## src/design/chol_pkg.sv

```systemverilog
// Shared types, constants and index helper for the Cholesky factor block.
`default_nettype none
package chol_pkg;

	localparam int DIM_DEF       = 6;
	localparam int FRAC_BITS_DEF = 16;
	localparam int IDX_W         = 3;
	// Wide enough for the triangle position at the largest supported dimension.
	localparam int POS_W         = 6;
	localparam int VAL_W         = 32;
	localparam int ACC_W         = 64;
	localparam int CNT_W         = 6;

	typedef struct packed {
		logic [IDX_W-1:0]        row;
		logic [IDX_W-1:0]        col;
		logic signed [VAL_W-1:0] cov_value;
		logic                    load_last;
	} in_item_t;

	typedef struct packed {
		logic [IDX_W-1:0]        out_row;
		logic [IDX_W-1:0]        out_col;
		logic signed [VAL_W-1:0] factor_value;
		logic                    not_positive;
		logic                    out_last;
	} out_item_t;

	typedef enum logic [3:0] {
		OP_NONE,
		OP_ACC_CLR,
		OP_DOT_RA,
		OP_DOT_RB,
		OP_DOT_MUL,
		OP_DOT_ACC,
		OP_COV_RD,
		OP_WIDE,
		OP_SQRT_INIT,
		OP_SQRT_STEP,
		OP_DIV_INIT,
		OP_DIV_STEP,
		OP_RESULT,
		OP_WRITE,
		OP_EMIT_RD,
		OP_OUT_LOAD
	} dp_op_t;

	typedef enum logic [3:0] {
		ST_LOAD,
		ST_ENTRY,
		ST_DOT_RA,
		ST_DOT_RB,
		ST_DOT_MUL,
		ST_DOT_ACC,
		ST_COV_RD,
		ST_WIDE,
		ST_DECIDE,
		ST_SQRT,
		ST_DIV,
		ST_RESULT,
		ST_WRITE,
		ST_EMIT_RD,
		ST_EMIT_WAIT,
		ST_EMIT_OUT
	} ctrl_state_t;

	typedef struct packed {
		dp_op_t           op;
		logic             load;
		logic [IDX_W-1:0] i;
		logic [IDX_W-1:0] j;
		logic [IDX_W-1:0] k;
		logic [POS_W-1:0] pos;
		logic             diag;
		logic             zero;
		logic             not_pos;
		logic             last;
	} dp_cmd_t;

	typedef struct packed {
		logic wide_le0;
		logic d_le0;
		logic res_nz;
	} dp_status_t;

	// Position of (r, c) in the row-ordered lower triangle.
	function automatic logic [POS_W-1:0] tri_pos(input logic [IDX_W-1:0] r,
			input logic [IDX_W-1:0] c);
		logic [2*IDX_W:0] p;
		begin
			p = {{(IDX_W+1){1'b0}}, r} * ({{(IDX_W+1){1'b0}}, r} + 1'b1);
			tri_pos = POS_W'(p >> 1) + POS_W'(c);
		end
	endfunction

endpackage
`default_nettype wire

```

## src/design/chol_ctrl.sv

```systemverilog
// Sequencer that walks the factorization and emission loops of the Cholesky block.
`default_nettype none
module chol_ctrl #(
	parameter int DIM = chol_pkg::DIM_DEF
) (
	input  wire logic                clk,
	input  wire logic                arst_n,
	input  wire logic                in_valid,
	input  wire logic                load_last,
	output logic                     in_ready,
	output logic                     out_valid,
	input  wire logic                out_ready,
	output chol_pkg::dp_cmd_t        cmd,
	input  wire chol_pkg::dp_status_t status
);
	import chol_pkg::*;

	localparam int TRI = DIM * (DIM + 1) / 2;

	ctrl_state_t      state_q, state_d;
	logic [IDX_W-1:0] i_q, i_d, j_q, j_d, k_q, k_d;
	logic [POS_W-1:0] pos_q, pos_d, fail_q, fail_d;
	logic [CNT_W-1:0] cnt_q, cnt_d;
	logic             err_q, err_d;
	logic             diag;
	logic             row_end;
	logic             last_pos;

	always_ff @(posedge clk or negedge arst_n) begin
		if (!arst_n) begin
			state_q <= ST_LOAD;
			i_q     <= '0;
			j_q     <= '0;
			k_q     <= '0;
			pos_q   <= '0;
			fail_q  <= '0;
			cnt_q   <= '0;
			err_q   <= 1'b0;
		end else begin
			state_q <= state_d;
			i_q     <= i_d;
			j_q     <= j_d;
			k_q     <= k_d;
			pos_q   <= pos_d;
			fail_q  <= fail_d;
			cnt_q   <= cnt_d;
			err_q   <= err_d;
		end
	end

	assign diag     = (i_q == j_q);
	assign row_end  = (i_q == IDX_W'(DIM - 1));
	assign last_pos = (pos_q == POS_W'(TRI - 1));

	always_comb begin
		state_d = state_q;
		i_d     = i_q;
		j_d     = j_q;
		k_d     = k_q;
		pos_d   = pos_q;
		fail_d  = fail_q;
		cnt_d   = cnt_q;
		err_d   = err_q;

		in_ready  = 1'b0;
		out_valid = 1'b0;

		cmd.op      = OP_NONE;
		cmd.load    = 1'b0;
		cmd.i       = i_q;
		cmd.j       = j_q;
		cmd.k       = k_q;
		cmd.pos     = pos_q;
		cmd.diag    = diag;
		cmd.zero    = err_q;
		// Flagged from just past the last non-zero entry once a radicand has failed.
		cmd.not_pos = err_q && (pos_q >= fail_q);
		cmd.last    = last_pos;

		unique case (state_q)
			ST_LOAD: begin
				in_ready = 1'b1;
				cmd.load = in_valid;
				if (in_valid && load_last) begin
					err_d   = 1'b0;
					fail_d  = '0;
					i_d     = '0;
					j_d     = '0;
					pos_d   = '0;
					state_d = ST_ENTRY;
				end
			end
			ST_ENTRY: begin
				cmd.op = OP_ACC_CLR;
				k_d    = '0;
				state_d = (j_q == '0) ? ST_COV_RD : ST_DOT_RA;
			end
			ST_DOT_RA: begin
				cmd.op  = OP_DOT_RA;
				state_d = ST_DOT_RB;
			end
			ST_DOT_RB: begin
				cmd.op  = OP_DOT_RB;
				state_d = ST_DOT_MUL;
			end
			ST_DOT_MUL: begin
				cmd.op  = OP_DOT_MUL;
				state_d = ST_DOT_ACC;
			end
			ST_DOT_ACC: begin
				cmd.op = OP_DOT_ACC;
				k_d    = k_q + 1'b1;
				state_d = ((k_q + 1'b1) == j_q) ? ST_COV_RD : ST_DOT_RA;
			end
			ST_COV_RD: begin
				cmd.op  = OP_COV_RD;
				state_d = ST_WIDE;
			end
			ST_WIDE: begin
				cmd.op  = OP_WIDE;
				state_d = ST_DECIDE;
			end
			ST_DECIDE: begin
				cnt_d = '0;
				priority if (err_q) begin
					state_d = ST_WRITE;
				end else if (diag) begin
					if (status.wide_le0) begin
						err_d   = 1'b1;
						state_d = ST_WRITE;
					end else begin
						cmd.op  = OP_SQRT_INIT;
						state_d = ST_SQRT;
					end
				end else begin
					if (status.d_le0) begin
						err_d   = 1'b1;
						state_d = ST_WRITE;
					end else begin
						cmd.op  = OP_DIV_INIT;
						state_d = ST_DIV;
					end
				end
			end
			ST_SQRT: begin
				cmd.op = OP_SQRT_STEP;
				cnt_d  = cnt_q + 1'b1;
				if (cnt_q == CNT_W'(VAL_W - 1)) begin
					state_d = ST_RESULT;
				end
			end
			ST_DIV: begin
				cmd.op = OP_DIV_STEP;
				cnt_d  = cnt_q + 1'b1;
				if (cnt_q == CNT_W'(ACC_W - 1)) begin
					state_d = ST_RESULT;
				end
			end
			ST_RESULT: begin
				cmd.op  = OP_RESULT;
				state_d = ST_WRITE;
			end
			ST_WRITE: begin
				cmd.op = OP_WRITE;
				if (!err_q && status.res_nz) begin
					fail_d = pos_q + 1'b1;
				end
				pos_d = pos_q + 1'b1;
				if (diag) begin
					j_d = '0;
					if (row_end) begin
						i_d     = '0;
						pos_d   = '0;
						state_d = ST_EMIT_RD;
					end else begin
						i_d     = i_q + 1'b1;
						state_d = ST_ENTRY;
					end
				end else begin
					j_d     = j_q + 1'b1;
					state_d = ST_ENTRY;
				end
			end
			ST_EMIT_RD: begin
				cmd.op  = OP_EMIT_RD;
				state_d = ST_EMIT_WAIT;
			end
			ST_EMIT_WAIT: begin
				cmd.op  = OP_OUT_LOAD;
				state_d = ST_EMIT_OUT;
			end
			ST_EMIT_OUT: begin
				out_valid = 1'b1;
				if (out_ready) begin
					if (last_pos) begin
						state_d = ST_LOAD;
					end else begin
						pos_d = pos_q + 1'b1;
						if (diag) begin
							j_d = '0;
							i_d = i_q + 1'b1;
						end else begin
							j_d = j_q + 1'b1;
						end
						state_d = ST_EMIT_RD;
					end
				end
			end
			default: begin
				state_d = ST_LOAD;
			end
		endcase
	end

endmodule
`default_nettype wire

```

## config.mk

```make
export PLATFORM = sky130hd
export DESIGN_NAME = chol_ctrl
export DESIGN_NICKNAME = d
export VERILOG_FILES = /design/src/design/chol_pkg.sv /design/src/design/chol_ctrl.sv
export SDC_FILE = /design/constraint.sdc
export NUM_CORES = 1
export LEC_CHECK = 0
export ABC_AREA = 0
export BUFFER_PORTS_ARGS = -buffer_cell sky130_fd_sc_hd__buf_2
export CAP_MARGIN = 40
export CORE_MARGIN = 2
export CORE_UTILIZATION = 45
export DETAILED_ROUTE_END_ITERATION = 8
export PLACE_DENSITY = 0.66
export SYNTH_ARGS = -nofsm -noshare
export SYNTH_HDL_FRONTEND = slang
export SYNTH_SLANG_ARGS = --single-unit
```

## constraint.sdc

```tcl
create_clock -name clk -period 2.29 [get_ports clk]
set_clock_uncertainty 0.1 [all_clocks]
set_input_delay 0.229 -clock clk [delete_from_list [all_inputs] [get_ports clk]]
set_output_delay 0.229 -clock clk [all_outputs]
set_load 0.03 [all_outputs]
```

Yosys cells after proc, flatten, opt, wreduce, memory -nomap -nowiden
Index checks and enable logic that the tools add are counted.
{"block": "op_classes", "bitwise_logic": 0, "n_mul": 0, "add_sub_neg": 5, "div": 0, "n_eq_ne": 29, "n_shift": 0, "muxes": 49, "magnitude_cmp": 1, "n_reduce_logical": 17}
{"cell": "$pmux W4 S16", "n": 1}
{"cell": "$pmux W4 S14", "n": 1}
{"cell": "$mux W4", "n": 13}
{"cell": "$mux W3", "n": 13}
{"cell": "$mux W6", "n": 6}
{"cell": "$eq A4 B4 Y1 const B", "n": 8}
{"cell": "$pmux W6 S2", "n": 2}
{"cell": "$pmux W3 S3", "n": 2}
{"cell": "$pmux W6 S3", "n": 1}
{"cell": "$eq A4 B3 Y1 const B", "n": 4}
{"cell": "$ne A2 B2 Y1 const B", "n": 8}
{"cell": "$add A6 B1 Y6 const B", "n": 2}
{"cell": "$eq A6 B5 Y1 const B", "n": 2}
{"cell": "$add A3 B1 Y3 const B", "n": 3}
{"cell": "$eq A4 B2 Y1 const B", "n": 2}
{"cell": "$mux W1", "n": 8}
{"cell": "$reduce_and A4 Y1", "n": 2}
{"cell": "$reduce_bool A2 Y1", "n": 4}
{"cell": "$eq A3 B3 Y1", "n": 2}
{"cell": "$eq A6 B6 Y1 const B", "n": 1}
{"cell": "$ge A6 B6 Y1", "n": 1}
{"cell": "$pmux W3 S2", "n": 1}
{"cell": "$reduce_and A6 Y1", "n": 1}
{"cell": "$eq A4 B1 Y1 const B", "n": 1}
{"cell": "10 further kinds", "n": 12}
{"block": "word_totals", "latchBits": 0, "reg_bits": 32, "n_memories": 0, "output_inout_bits": 26, "rom_bits": 0, "mem_bits_rw": 0}

Logic depth before layout (Yosys ltp)
{"block": "logic_depth", "word_depth": 5, "mapped_depth": 9}

Worst setup path after synthesis
Ideal clock, no wire load.
{"block": "synth_path", "kind": "flip-flop to output port", "start": "register pos_q[0]", "end": "output port cmd[1] (netlist bit)", "required_time_ps": 1961, "n_path_buf": 0, "slack_ps": -28, "path_stages_with_launch": 8, "arrival_ps": 1989, "cell_sequence": "dfrtp_1 inv_1 ha_1 nand2b_1 a21o_1 a21o_1 a21oi_1 o21ai_0"}
{"item": "from (decl)", "line": "chol_ctrl.sv:22", "rtl": "logic [POS_W-1:0] pos_q, pos_d, fail_q, fail_d;"}
{"item": "from (signal assigned)", "line": "chol_ctrl.sv:44", "rtl": "pos_q <= pos_d;"}
{"item": "to (decl)", "line": "chol_ctrl.sv:13", "rtl": "output chol_pkg::dp_cmd_t cmd,"}

==> flow_summary.json <==
{
  "synth_top_area_cell": "dfrtp_1",
  "cts_tree": "yes",
  "clkLatencyLatePin_ns": 0.28,
  "end_kind": "primary output",
  "die_h_um": 73.6,
  "worstSetupStartpointType": "flop",
  "synth_ff_type": "dfrtp_1",
  "irDropWorstVdd_mv": 1.06,
  "critical_path_required_ns": 1.96,
  "fin_util_pct": 56.9,
  "ios": 34,
  "path_max_fanout": 5,
  "slew_viol_final": 0,
  "crit_chain": "xor2_2, nor3_4, or4_1, o211ai_1, clkbuf_4",
  "synth_area_um2": 2180,
  "power.density_nw_per_um2": 1640,
  "dr.pass1.iters": 4,
  "period_minus_slack_ns": 2.23,
  "synth_edf_count": 0,
  "cts_root_buffer": "clkbuf_8",
  "gp_congestion": 0.875,
  "drive_above_1_share_pct": 28.0,
  "dr_total_vias": 1919,
  "track_usage_pct": 21.0,
  "worstSetupPathType": "reg -> out",
  "die_area_um2": 5410,
  "hpwl_um": 3820,
  "numClockSinks": 32,
  "drt-total-wl_um": 5210,
  "cellLeakagePower_nw": 1.23,
  "clockBufferDepth": 2,
  "syn_inst": 246,
  "wl_per_cell_um": 14.9,
  "synthArstFlopShare_pct": 100,
  "worstMarginPinSlew_ns": 0.733,
  "diodes": 0,
  "cts_max_level": 2,
  "overflow": 0,
  "cts_buffers": 5,
  "ys_types": 55,
  "grt_max_degree": 33,
  "syn-num-nets": 268,
  "ys.warnings.count": 0,
  "ys_top_cells_by_area": "dfrtp_1, ha_1, o21ai_0",
  "drt_iter0_markers": 96,
  "start_util_pct": 46.4,
  "crit_path_top_delay_cell": "or4_1",
  "drc": 0,
  "outcome": "finished, final reports clean",
  "crit_arrival_ns": 1.90,
  "drv_cap": 0,
  "grt_antenna_before_repair": 0,
  "layout.nets": 317,
  "critical-path-max-stage-delay_ns": 0.54,
  "fmax_ghz": 0.449,
  "synth_top_area_share_pct": 36.8,
  "grt_pass1_vias": 1799,
  "die_w_um": 73.6,
  "path_clk_slew_ns": 0.07,
  "grt_pass1_wl_um": 8630,
  "syn_avg_cell_area_um2": 8.85,
  "antenna_left": 0,
  "setup_viol": 0,
  "num_rows": 25,
  "path_delay_family": "simple AND/OR/NAND/NOR gates",
  "max-slew-margin-rel_pct": 51.1,
  "finalCritPeriodShare_pct": 97.3,
  "timing.critical_path.buf_inv": 1,
  "worst_slack_ns": 0.0619,
  "post-place-ws_ns": 0.202,
  "io_buffer_count": 33,
  "holdCritPathClass": "in -> reg",
  "area_growth_pct": 22.6,
  "core_um2": 4690,
  "synth-seq-cells": 32,
  "finalHoldViolCount": 0,
  "vias_per_cell": 5.48,
  "yosysSeqAreaShare_pct": 36.8
}
cell type report:
cell class                      instances  area (um2)
Multi-Input combinational cell        183        1290
Fill cell                             430        2020
Inverter                               18        67.6
Sequential cell                        32         807
Tap cell                               54        67.6
Timing Repair Buffer                   55         344
Clock buffer                            8        90.1
synth_stat cells (4+ instances only):
| master | number |
|---|---|
| a21oi_1 | 8 |
| a31oi_1 | 4 |
| clkbuf_1 | 5 |
| dfrtp_1 | 32 |
| ha_1 | 14 |
| inv_1 | 18 |
| nand2_1 | 30 |
| nand2b_1 | 6 |
| nand3_1 | 11 |
| nor2_1 | 8 |
| nor2b_1 | 4 |
| o21ai_0 | 25 |
| o31ai_1 | 7 |
| xnor2_1 | 6 |
| xor2_1 | 8 |
worst register-to-register path, stage by stage (launching register included):
cell      delay (ns)
dfrtp_1         0.39
ha_1            0.22
nand3_2         0.11
or4_4           0.54
a221oi_4        0.36
o211ai_1        0.14
o221a_2         0.14
flip-flops by register name (all words and copies together), names as in the netlist:
signal	flops
pos_q	6
j_q	3
k_q	3
fail_q	6
cnt_q	6
i_q	3
err_q	1
state_q	4
per-layer routing:
metal	share of wire [%]	track usage [%]
met5	0	0
met3	6.0	5.21
met4	2.2	7.47
met2	46	32.8
met1	46	28.4
cell families after synthesis:
| family | count (synthesis) | synth area share, % |
|---|---|---|
| simple gates | 84 | 20.5 |
| compound gates | 69 | 21.7 |
| flops | 32 | 36.8 |
| buf+inv | 31 | 6.38 |
| xor+xnor | 14 | 5.63 |
| fa+ha+maj | 14 | 8.05 |
| mux | 2 | 0.977 |
worst paths after layout:
check / from / endpoint / slack, ns / depth (start not counted)
worst max-delay path: j_q[0]$_DFFE_PN0P_ / cmd[21] / 0.06 / 5
worst min-delay path: load_last / err_q$_DFFE_PN0P_ / 0.20 / 4
worst max register to register: cnt_q[0]$_DFFE_PN0P_ / state_q[0]$_DFFE_PN0P_ / 0.18 / 6
worst min register to register: fail_q[3]$_DFFE_PN0P_ / fail_q[3]$_DFFE_PN0P_ / 0.38 / 2
max in group asynchronous: arst_n / i_q[1]$_DFFE_PN0P_ / 1.13 / 2
min in group asynchronous: arst_n / fail_q[4]$_DFFE_PN0P_ / 0.44 / 2
cell usage in the layout, fill, tap and decap left out, types with 5 or more instances in the layout:
cell type / n
a21oi_1: 6
buf_2: 30
buf_4: 22
clkbuf_8: 6
dfrtp_1: 27
dfrtp_2: 5
ha_1: 14
inv_1: 17
nand2_1: 30
nand2b_1: 6
nand3_1: 11
nor2_1: 8
o21ai_0: 24
o31ai_1: 7
xnor2_1: 6
xor2_1: 5
through the flow:
stage | hold slack, ns | setup TNS, ns | instance area, um2 | instances | total power, mW
6_report | 0.201 | 0 | 2670 | 350 | 4.37
4_1_cts | 0.177 | 0 | 2580 | 347 | 4.16
3_5_place_dp | 0.239 | 0 | 2470 | 337 | 3.65
2_1_floorplan | -0.167 | 0 | 2180 | 246 | 2.91
5_1_grt | 0.213 | -0.0425 | 2670 | 350 | 4.72
3_3_place_gp | 0.232 | 0 | 2470 | 337 | 3.62
what timing repair did:
item | CTS | global route
hold buffers | 1 | 0
buffers inserted | 1 | 3
hold endpoints to repair | 32 | 0
gates resized for setup | 2 | 18
pin swaps | 0 | 3
gates cloned | 0 | 0
setup endpoints to repair | 2 | 4
report_power, final:
part | internal (mW) | switching, mW
registers | 0.794 | 0.269
logic | 1.16 | 1.69
clock network | 0.245 | 0.212
No activity file was read; power rests on OpenSTA's default activity.
